`src/ostb_pkg.sv`:
```
`default_nettype none
package ostb_pkg;

	localparam int NUM_TIMERS_DEF = 16;

	localparam int DATA_W   = 32;
	localparam int TICK_W   = 20;
	localparam int ACTION_W = 2;
	localparam int INDEX_W  = 4;

	localparam int IN_TDATA_W  = 72;
	localparam int OUT_TDATA_W = 40;

	localparam int PADDR_W = 3;
	localparam int PDATA_W = 32;

	localparam logic [DATA_W-1:0] CPU_HZ_RST  = 32'd48000000;
	localparam logic [TICK_W-1:0] TICK_HZ_RST = 20'd1000;

	typedef enum logic [ACTION_W-1:0] {
		ACT_SETUP = 2'd0,
		ACT_START = 2'd1,
		ACT_STOP  = 2'd2,
		ACT_POLL  = 2'd3
	} action_t;

	// Register indexes, taken from paddr bit 2.
	typedef enum logic {
		REG_CPU_HZ  = 1'b0,
		REG_TICK_HZ = 1'b1
	} reg_index_t;

	typedef enum logic [7:0] {
		ST_IDLE   = 8'b0000_0001,
		ST_DECIDE = 8'b0000_0010,
		ST_MUL1   = 8'b0000_0100,
		ST_DIV1   = 8'b0000_1000,
		ST_MUL2   = 8'b0001_0000,
		ST_DIV2   = 8'b0010_0000,
		ST_APPLY  = 8'b0100_0000,
		ST_FIN    = 8'b1000_0000
	} state_t;

endpackage
`default_nettype wire

```
`src/one_shot_timer_bank_top.sv`:
```
// Sequence: setup, stop, an ignored start and a poll that needs no time update go IDLE,
// DECIDE, FIN; an advance of the time base adds MUL1, DIV1, MUL2, DIV2 and APPLY before FIN.
// Throughput: one item at a time; an advance runs two 32-step divisions on one shared
// bit-serial divider plus two passes through one shared 32x32 multiplier.
// Reset (arst_n low): rate registers to defaults, time and base to zero, all timers idle.
// The deadline memory is not cleared; an entry is only used after a start has written it.
`default_nettype none
module one_shot_timer_bank_top
	import ostb_pkg::*;
#(
	parameter int NumTimers = NUM_TIMERS_DEF
) (
	input  wire logic                   clk,
	input  wire logic                   arst_n,
	// APB configuration port
	input  wire logic                   psel,
	input  wire logic                   penable,
	input  wire logic                   pwrite,
	input  wire logic [PADDR_W-1:0]     paddr,
	input  wire logic [PDATA_W-1:0]     pwdata,
	output logic      [PDATA_W-1:0]     prdata,
	output logic                        pready,
	// Input stream
	input  wire logic                   s_tvalid,
	output logic                        s_tready,
	// s_tdata: action[1:0], timer_index[5:2], delay_value[37:6], cycle_count[69:38], zero pad
	input  wire logic [IN_TDATA_W-1:0]  s_tdata,
	// Output stream
	output logic                        m_tvalid,
	input  wire logic                   m_tready,
	// m_tdata: expired[0], time_now[32:1], zero pad
	output logic      [OUT_TDATA_W-1:0] m_tdata
);

	localparam int IdxW = (NumTimers > 1) ? $clog2(NumTimers) : 1;
	localparam int CntW = $clog2(DATA_W);
	localparam logic [CntW-1:0] LastStep = CntW'(DATA_W - 1);
	localparam logic [8:0] NumTimers9 = 9'(NumTimers);

	// Configuration
	logic [DATA_W-1:0] cpu_hz_q;
	logic [TICK_W-1:0] tick_hz_q;
	logic              cfg_wr;
	reg_index_t        cfg_idx;

	// Control and architectural state
	state_t                 state_q;
	logic [CntW-1:0]        cnt_q;
	logic [NumTimers-1:0]   running_q;
	logic [NumTimers-1:0]   mark_q;
	logic [DATA_W-1:0]      tod_q;
	logic [DATA_W-1:0]      base_q;
	logic                   m_tvalid_q;

	// Item and datapath registers
	action_t                act_q;
	logic [INDEX_W-1:0]     idx_q;
	logic [DATA_W-1:0]      delay_q;
	logic [DATA_W-1:0]      now_q;
	logic [DATA_W-1:0]      dnum_q;
	logic [DATA_W-1:0]      drem_q;
	logic [DATA_W-1:0]      ticks_q;
	logic                   out_exp_q;
	logic [DATA_W-1:0]      out_time_q;

	// Deadline memory
	logic [DATA_W-1:0]      dl_mem [NumTimers];
	logic [DATA_W-1:0]      dl_rdata_q;
	logic [IdxW-1:0]        rd_addr;
	logic [IdxW-1:0]        addr_q;
	logic [8:0]             rd_idx_ext;
	logic [8:0]             idx_ext;

	logic                   in_xfer;
	logic                   idx_valid;
	logic                   cur_running;
	logic                   cur_mark;
	logic                   out_free;

	logic [DATA_W-1:0]      mul_a;
	logic [DATA_W-1:0]      mul_b;
	logic [DATA_W-1:0]      mul_p;
	logic [DATA_W-1:0]      div_den;
	logic [DATA_W:0]        div_shift;
	logic [DATA_W+1:0]      div_diff;
	logic                   div_ge;
	logic [DATA_W-1:0]      div_rem_next;
	logic [DATA_W-1:0]      ticks_sel;
	logic [DATA_W-1:0]      cyc_sel;
	logic [DATA_W-1:0]      poll_diff;
	logic                   poll_hit;

	assign pready  = 1'b1;
	assign cfg_wr  = psel & penable & pwrite;
	assign cfg_idx = reg_index_t'(paddr[2]);

	always_comb begin
		case (cfg_idx)
			REG_CPU_HZ:  prdata = cpu_hz_q;
			REG_TICK_HZ: prdata = {{(PDATA_W-TICK_W){1'b0}}, tick_hz_q};
			default:     prdata = '0;
		endcase
	end

	assign s_tready = (state_q == ST_IDLE);
	assign in_xfer  = s_tvalid & s_tready;
	assign m_tvalid = m_tvalid_q;
	assign m_tdata  = {{(OUT_TDATA_W-DATA_W-1){1'b0}}, out_time_q, out_exp_q};
	assign out_free = ~m_tvalid_q | m_tready;

	assign rd_idx_ext = {5'b0, s_tdata[5:2]};
	assign rd_addr    = rd_idx_ext[IdxW-1:0];
	assign idx_ext    = {5'b0, idx_q};
	assign addr_q     = idx_ext[IdxW-1:0];
	assign idx_valid  = idx_ext < NumTimers9;
	assign cur_running = running_q[addr_q];
	assign cur_mark    = mark_q[addr_q];

	// One multiplier serves both scaling steps; only the low word is kept.
	always_comb begin
		if (state_q == ST_MUL2) begin
			mul_a = ticks_sel;
			mul_b = cpu_hz_q;
		end else begin
			mul_a = now_q - base_q;
			mul_b = {{(DATA_W-TICK_W){1'b0}}, tick_hz_q};
		end
	end
	assign mul_p = mul_a * mul_b;

	// Restoring divider, one quotient bit per cycle shifted into dnum_q.
	assign div_den      = (state_q == ST_DIV2) ? {{(DATA_W-TICK_W){1'b0}}, tick_hz_q}
	                                           : cpu_hz_q;
	assign div_shift    = {drem_q, dnum_q[DATA_W-1]};
	assign div_diff     = {1'b0, div_shift} - {2'b0, div_den};
	assign div_ge       = ~div_diff[DATA_W+1];
	assign div_rem_next = div_ge ? div_diff[DATA_W-1:0] : div_shift[DATA_W-1:0];

	// A zero divisor yields a zero quotient.
	assign ticks_sel = (cpu_hz_q == '0) ? '0 : dnum_q;
	assign cyc_sel   = (tick_hz_q == '0) ? '0 : dnum_q;

	assign poll_diff = tod_q - dl_rdata_q;
	assign poll_hit  = ~poll_diff[DATA_W-1];

	always_ff @(posedge clk) begin
		if (in_xfer) begin
			dl_rdata_q <= dl_mem[rd_addr];
		end
		if (state_q == ST_FIN && out_free && idx_valid && act_q == ACT_START
				&& !cur_running) begin
			dl_mem[addr_q] <= tod_q + delay_q;
		end
	end

	always_ff @(posedge clk or negedge arst_n) begin
		if (!arst_n) begin
			cpu_hz_q   <= CPU_HZ_RST;
			tick_hz_q  <= TICK_HZ_RST;
			state_q    <= ST_IDLE;
			cnt_q      <= '0;
			running_q  <= '0;
			mark_q     <= '0;
			tod_q      <= '0;
			base_q     <= '0;
			m_tvalid_q <= 1'b0;
		end else begin
			if (cfg_wr) begin
				case (cfg_idx)
					REG_CPU_HZ:  cpu_hz_q  <= pwdata;
					REG_TICK_HZ: tick_hz_q <= pwdata[TICK_W-1:0];
					default:     ;
				endcase
			end
			if (m_tvalid_q && m_tready && state_q != ST_FIN) begin
				m_tvalid_q <= 1'b0;
			end

			case (state_q)
				ST_IDLE: begin
					if (in_xfer) begin
						state_q <= ST_DECIDE;
					end
				end
				ST_DECIDE: begin
					if (idx_valid && act_q == ACT_START && !cur_running) begin
						state_q <= ST_MUL1;
					end else if (idx_valid && act_q == ACT_POLL && !cur_mark
							&& cur_running) begin
						state_q <= ST_MUL1;
					end else begin
						state_q <= ST_FIN;
					end
				end
				ST_MUL1: begin
					cnt_q   <= '0;
					state_q <= ST_DIV1;
				end
				ST_DIV1: begin
					cnt_q <= cnt_q + 1'b1;
					if (cnt_q == LastStep) begin
						state_q <= ST_MUL2;
					end
				end
				ST_MUL2: begin
					cnt_q   <= '0;
					state_q <= ST_DIV2;
				end
				ST_DIV2: begin
					cnt_q <= cnt_q + 1'b1;
					if (cnt_q == LastStep) begin
						state_q <= ST_APPLY;
					end
				end
				ST_APPLY: begin
					tod_q   <= tod_q + ticks_q;
					base_q  <= base_q + cyc_sel;
					state_q <= ST_FIN;
				end
				ST_FIN: begin
					if (out_free) begin
						m_tvalid_q <= 1'b1;
						state_q    <= ST_IDLE;
						if (act_q == ACT_SETUP) begin
							base_q <= now_q;
						end else if (idx_valid) begin
							case (act_q)
								ACT_START: begin
									if (!cur_running) begin
										running_q[addr_q] <= 1'b1;
										mark_q[addr_q]    <= 1'b0;
									end
								end
								ACT_STOP: begin
									running_q[addr_q] <= 1'b0;
									mark_q[addr_q]    <= 1'b0;
								end
								ACT_POLL: begin
									if (!cur_mark && cur_running && poll_hit) begin
										mark_q[addr_q] <= 1'b1;
									end
								end
								default: ;
							endcase
						end
					end
				end
				default: begin
					state_q <= ST_IDLE;
				end
			endcase
		end
	end

	always_ff @(posedge clk) begin
		if (in_xfer) begin
			act_q   <= action_t'(s_tdata[1:0]);
			idx_q   <= s_tdata[5:2];
			delay_q <= s_tdata[37:6];
			now_q   <= s_tdata[69:38];
		end
		case (state_q)
			ST_MUL1: begin
				dnum_q <= mul_p;
				drem_q <= '0;
			end
			ST_MUL2: begin
				ticks_q <= ticks_sel;
				dnum_q  <= mul_p;
				drem_q  <= '0;
			end
			ST_DIV1, ST_DIV2: begin
				dnum_q <= {dnum_q[DATA_W-2:0], div_ge};
				drem_q <= div_rem_next;
			end
			ST_FIN: begin
				if (out_free) begin
					out_time_q <= tod_q;
					out_exp_q  <= (act_q == ACT_POLL) && idx_valid
						&& (cur_mark || (cur_running && poll_hit));
				end
			end
			default: ;
		endcase
	end

endmodule
`default_nettype wire

```
`config.mk`:
```
export PLATFORM = sky130hd
export DESIGN_NAME = one_shot_timer_bank_top
export DESIGN_NICKNAME = d
export VERILOG_FILES = /design/src/ostb_pkg.sv /design/src/one_shot_timer_bank_top.sv
export SDC_FILE = /design/constraint.sdc
export NUM_CORES = 2
export LEC_CHECK = 0
export BUFFER_PORTS_ARGS = -buffer_cell sky130_fd_sc_hd__buf_2
export CAP_MARGIN = 20
export CELL_PAD_IN_SITES_DETAIL_PLACEMENT = 1
export CELL_PAD_IN_SITES_GLOBAL_PLACEMENT = 1
export CORE_MARGIN = 1.5
export CORE_UTILIZATION = 56
export CTS_CLUSTER_DIAMETER = 30
export DETAILED_ROUTE_END_ITERATION = 8
export GPL_ROUTABILITY_DRIVEN = 0
export PLACE_DENSITY = 0.95
export SLEW_MARGIN = 10
export SYNTH_ARGS = -nofsm -noshare
export SYNTH_HDL_FRONTEND = slang
export SYNTH_SLANG_ARGS = --single-unit
```
`constraint.sdc`:
```
create_clock -name clk -period 17.14 [get_ports clk]
set_clock_uncertainty 0.15 [all_clocks]
set_input_delay 0 -clock clk [delete_from_list [all_inputs] [get_ports clk]]
set_output_delay 0 -clock clk [all_outputs]
set_load 0.03 [all_outputs]
```
==> results.md, run 1 <==
* Status: aborted with a tool error
* Failing step: global routing
* First Error: [ERROR GRT-0116] Global routing finished with congestion. Check the congestion regions in the DRC Viewer.
* Maximum root-to-sink buffer count at 3
* Sequential area share after synthesis at 44.9%
* Largest net degree at the start of global routing at 93
* # IOs at 189
* Total CTS buffers at 191
* Post-CTS Setup Bufs at 0
* Synth top area cells: edfxtp_1 (38%), fa_1 (14%), ha_1 (6.7%)
* Synth warn at 0
* Root buf cell: clkbuf_16
* Yosys top cell area share at 37.9%
* Count of cell types in the netlist at 93
* First-pass GRT wire length at 584000 um
* Initial Util at 56.7%
* Gr usage total at 78.2%
* Clk sink count at 905
* Asr flop ratio synth at 17.9%
* I/O Buffers at 176
* H-tree Lvls at 4
* Gr ovfl total at 777
* Post-synth EDFFs at 743
* Die Wd at 327 um
* Synth top cells by count: edfxtp_1 (743), nor2_1 (536), inv_1 (509), fa_1 (413), nand2_1 (324)
* Synth Area per Inst at 12.1 sq um
* Count leader, synth: edfxtp_1
* Synthesized instance count at 4851
* Post-Syn Area at 0.0588 sq mm
* Post-DP HPWL at 152000 um
* #FFs+latches synth at 905
* FP Rows at 118
* Die H at 327 um
* Vias in the first global route at 67.9k
* Leading area contributor after synthesis: edfxtp_1
* Main synth FF type: edfxtp_1
## stage by stage
step                instance area [sq um]  worst slack [ns]  std cells  utilization, %
detailed placement                  61400              4.89       6299            59.2
floorplan                           58800              6.24       4857               -
CTS                                 70500              3.87       6880            67.9
global placement                    61400              5.63       6299            59.2
## cell families after synthesis
family                   synth area share (%)
AND/OR/NAND/NOR                          10.3
flip-flops                               44.9
adder cells (fa/ha/maj)                  20.8
buffers and inverters                    4.61
AO/OA/AOI/OAI                            7.13
multiplexers                             9.10
XOR/XNOR                                 3.19
other                                  0.0128
## per-layer routing
| metal | GRT usage [%] | overflow |
|---|---|---|
| met1 | 80.6 | 85 |
| met2 | 90.3 | 350 |
| met3 | 65.2 | 78 |
| met4 | 73.9 | 251 |
| met5 | 51.5 | 13 |
## repair_timing
item,in CTS
gates resized for setup,0
hold buffers,220
endpoints found under the hold margin,320
==> run 2: changes to the inputs <==
CELL_PAD_IN_SITES_DETAIL_PLACEMENT = default   (was 1)
CELL_PAD_IN_SITES_GLOBAL_PLACEMENT = default   (was 1)
CORE_UTILIZATION = 40   (was 56)
CTS_CLUSTER_DIAMETER = default   (was 30)
PLACE_DENSITY = default   (was 0.95)
PLACE_DENSITY_LB_ADDON = 0.15   (was default)
==> run 2 against run 1 <==
Against the previous run:
- the run now ends clean
- synthesized cell count stayed put
- area after synthesis stayed put
==> results.md, run 2 <==
* Fmax at 0.0829 GHz
* DRC violation count after routing at 0
* Root buf cell: clkbuf_16
* Die Wd at 386 um (+18%)
* I/O Buffers at 176 (unchanged)
* CP max stage delay at 0.82 ns
* Share of layout cells above drive strength 1 at 15.0%
* Average vias per placed instance at 5.40
* Initial Util at 40.3% (-16 points)
* Total CTS buffers at 102 (-47%)
* Critical path peak fanout at 68
* Post-CTS Setup Bufs at 0 (unchanged)
* CTS clk-pin slew, worst paths at 0.06 ns
* Unrepaired setup endpoints after global routing: false
* WL/cell at 23.6 um
* Crit-path slowest cell: inv_4
* Final #Nets at 6120
* Commonest non-fill, non-tap cells in the layout: edfxtp_1 (743), nor2_1 (519), inv_1 (508)
* Leading area contributor after synthesis: edfxtp_1
* #FFs+latches synth at 905 (unchanged)
* WL final at 172000 um
* Commonest non-fill, non-tap cell in the layout: edfxtp_1
* Vias in the first global route at 40.1k
* Die Footprint at 0.149 sq mm
* Post-CTS Resized at 0 (unchanged)
* Sequential area share after synthesis at 44.9% (unchanged)
* Worst Path Required at 17.44 ns
* Clock latency at the later pin of the worst-skew pair at 0.74 ns
* Hold WS at 0.0883 ns
* Max reg flops at 512
* Fraction of synthesized area in multiplexers at 9.10% (unchanged)
* Synth warn at 0 (unchanged)
* Synthesis-to-layout area growth at 16.0%
* Setup Viol. Count Final at 0
* Rel. slew slack at 22.0%
* Adder-cell share of the synthesized area at 20.8% (unchanged)
* Post-synth EDFFs at 743 (unchanged)
* Critical path class: flop to flop
* Gr usage total at 23.2%
* Min-delay worst type: input port to flop
* Synthesized instance count at 4851 (unchanged)
* Status: finished, final reports clean
* Slew Viols, Final at 0
* Maximum root-to-sink buffer count at 3 (unchanged)
* Post-DP Area at 0.0622 sq mm (+1.2%)
* TritonCTS clock tree: built
* Arrival @ worst endpoint at 12.37 ns
* Synth Area per Inst at 12.1 sq um (unchanged)
* GR Util met1 at 34.3%
* Largest family of logic cells by synthesized area: adder cells
* Synth top cells by count: edfxtp_1 (743), nor2_1 (536), inv_1 (509), fa_1 (413), nand2_1 (324)
* Asr flop ratio synth at 17.9% (unchanged)
* Final antenna-violating net count at 0
* Synth Area in XOR/XNOR at 3.19% (unchanged)
* Post-DP HPWL at 118000 um (-22%)
* Simple-gate portion of the synthesized area at 10.3% (unchanged)
* Count leader, synth: edfxtp_1
* First-pass GRT wire length at 259000 um
* Die H at 386 um (+18%)
* GR met3 Demand/Resource at 4.18%
* Reg with most FFs: dl_mem
* CP dominant cell by count: fa_1
* DRT iter0 DRCs at 3085
* Final hold viol count at 0
* Core area at 0.146 sq mm
* Final Cell Area at 0.0682 sq mm
* Final worst path period share at 70.4%
* Count of cell types in the netlist at 93 (unchanged)
* CP Capture Type: flop
* Initial antenna violation count at 9
* CTS Hold Bufs at 224 (+1.8%)
* Main synth FF type: edfxtp_1
* Clk sink count at 905 (unchanged)
* Yosys top cell area share at 37.9% (unchanged)
* H-tree Lvls at 3 (-1)
* GRT met2 Usage at 35.6%
* Total of max-cap violations at 0
* Router iterations before antenna repair at 5
* Gr ovfl total at 0
* Largest net degree at the start of global routing at 69
* Sum of negative setup slack at 0 ns
* # IOs at 189 (unchanged)
* Measured slew at the worst slew-check pin at 1.17 ns
* Synth top area cells: edfxtp_1 (38%), fa_1 (14%), ha_1 (6.7%)
* CP Launch Type: flop
* Post-Syn Area at 0.0588 sq mm (unchanged)
* GR peak layer: met2
* Synth Area in Compound Gates at 7.13% (unchanged)
* FP Rows at 140 (+19%)
* Via count at 39.3k
* Tmin final at 12.07 ns
run 2: cell counts after synthesis:
No cell type changed its count.
run 2: cells by family (layout without fill, tap and decap cells):
| kind of cell | count (synthesis) | after routing |
|---|---|---|
| adder cells (fa/ha/maj) | 728 | 728 |
| AND/OR/NAND/NOR | 1320 | 1320 |
| XOR/XNOR | 207 | 207 |
| AO/OA/AOI/OAI | 669 | 669 |
| buffers and inverters | 707 | 1213 |
| multiplexers | 313 | 313 |
| flip-flops | 905 | 905 |
| other | 2 | 10 |
run 2: worst paths after layout:
check | start | end | slack (ns) | depth (start not counted)
min in group asynchronous | arst_n | async pin | 0.27 | 4
max in group asynchronous | arst_n | cpu_hz_q[26]$_DFFE_PN0P_ | 15.68 | 4
min reg2reg | flop | flop | 0.35 | 2
max | state_q[6]$_DFFE_PN0P_ | dnum_q[31]$_DFFE_PP_ | 5.07 | 36
min | s_tvalid | state_q[1]$_DFFE_PN0P_ | 0.09 | 3
max reg2reg | state_q[6]$_DFFE_PN0P_ | dnum_q[31]$_DFFE_PP_ | 5.07 | 36
run 2: worst max-delay path, delay by kind of cell (launching register included):
family	cells	cell delay [ns]
adders and majority gates	9	3.75
AOI/OAI and AO/OA	13	3.18
buffers and inverters	7	2.03
and+or+nand+nor	6	1.90
DFF	1	0.46
xor gates and xnor gates	1	0.22
run 2: metal layers:
metal,vias to the layer above,routed length [um]
met3,177,11800
met5,-,9
met4,2,3510
met2,1184,77000
met1,20200,79700
li1,17800,-
run 2: cell type report:
cell class,instances,area (sq um)
tap,1917,2400
multi-input combinational,3245,29900
antenna,2,5.00
fill,13300,77500
inverter,512,1920
sequential,905,26400
clock inverter,59,792
clock buffer,130,2760
timing repair buffer,512,4000
run 2: metrics by stage:
step                      utilization (%)  worst slack, ns  std cells
after global routing                 46.8             4.49       7280
final                                46.8             5.07       7282
after detailed placement             42.7             5.14       6846
after floorplan                         -             6.24       4857
after CTS                            46.7             5.12       7259
after global placement               42.7             5.24       6844
Power of run 2 is left out: the tool's default activity adds up to more than one toggle a clock period on the data nets, which glitch-free logic cannot reach.
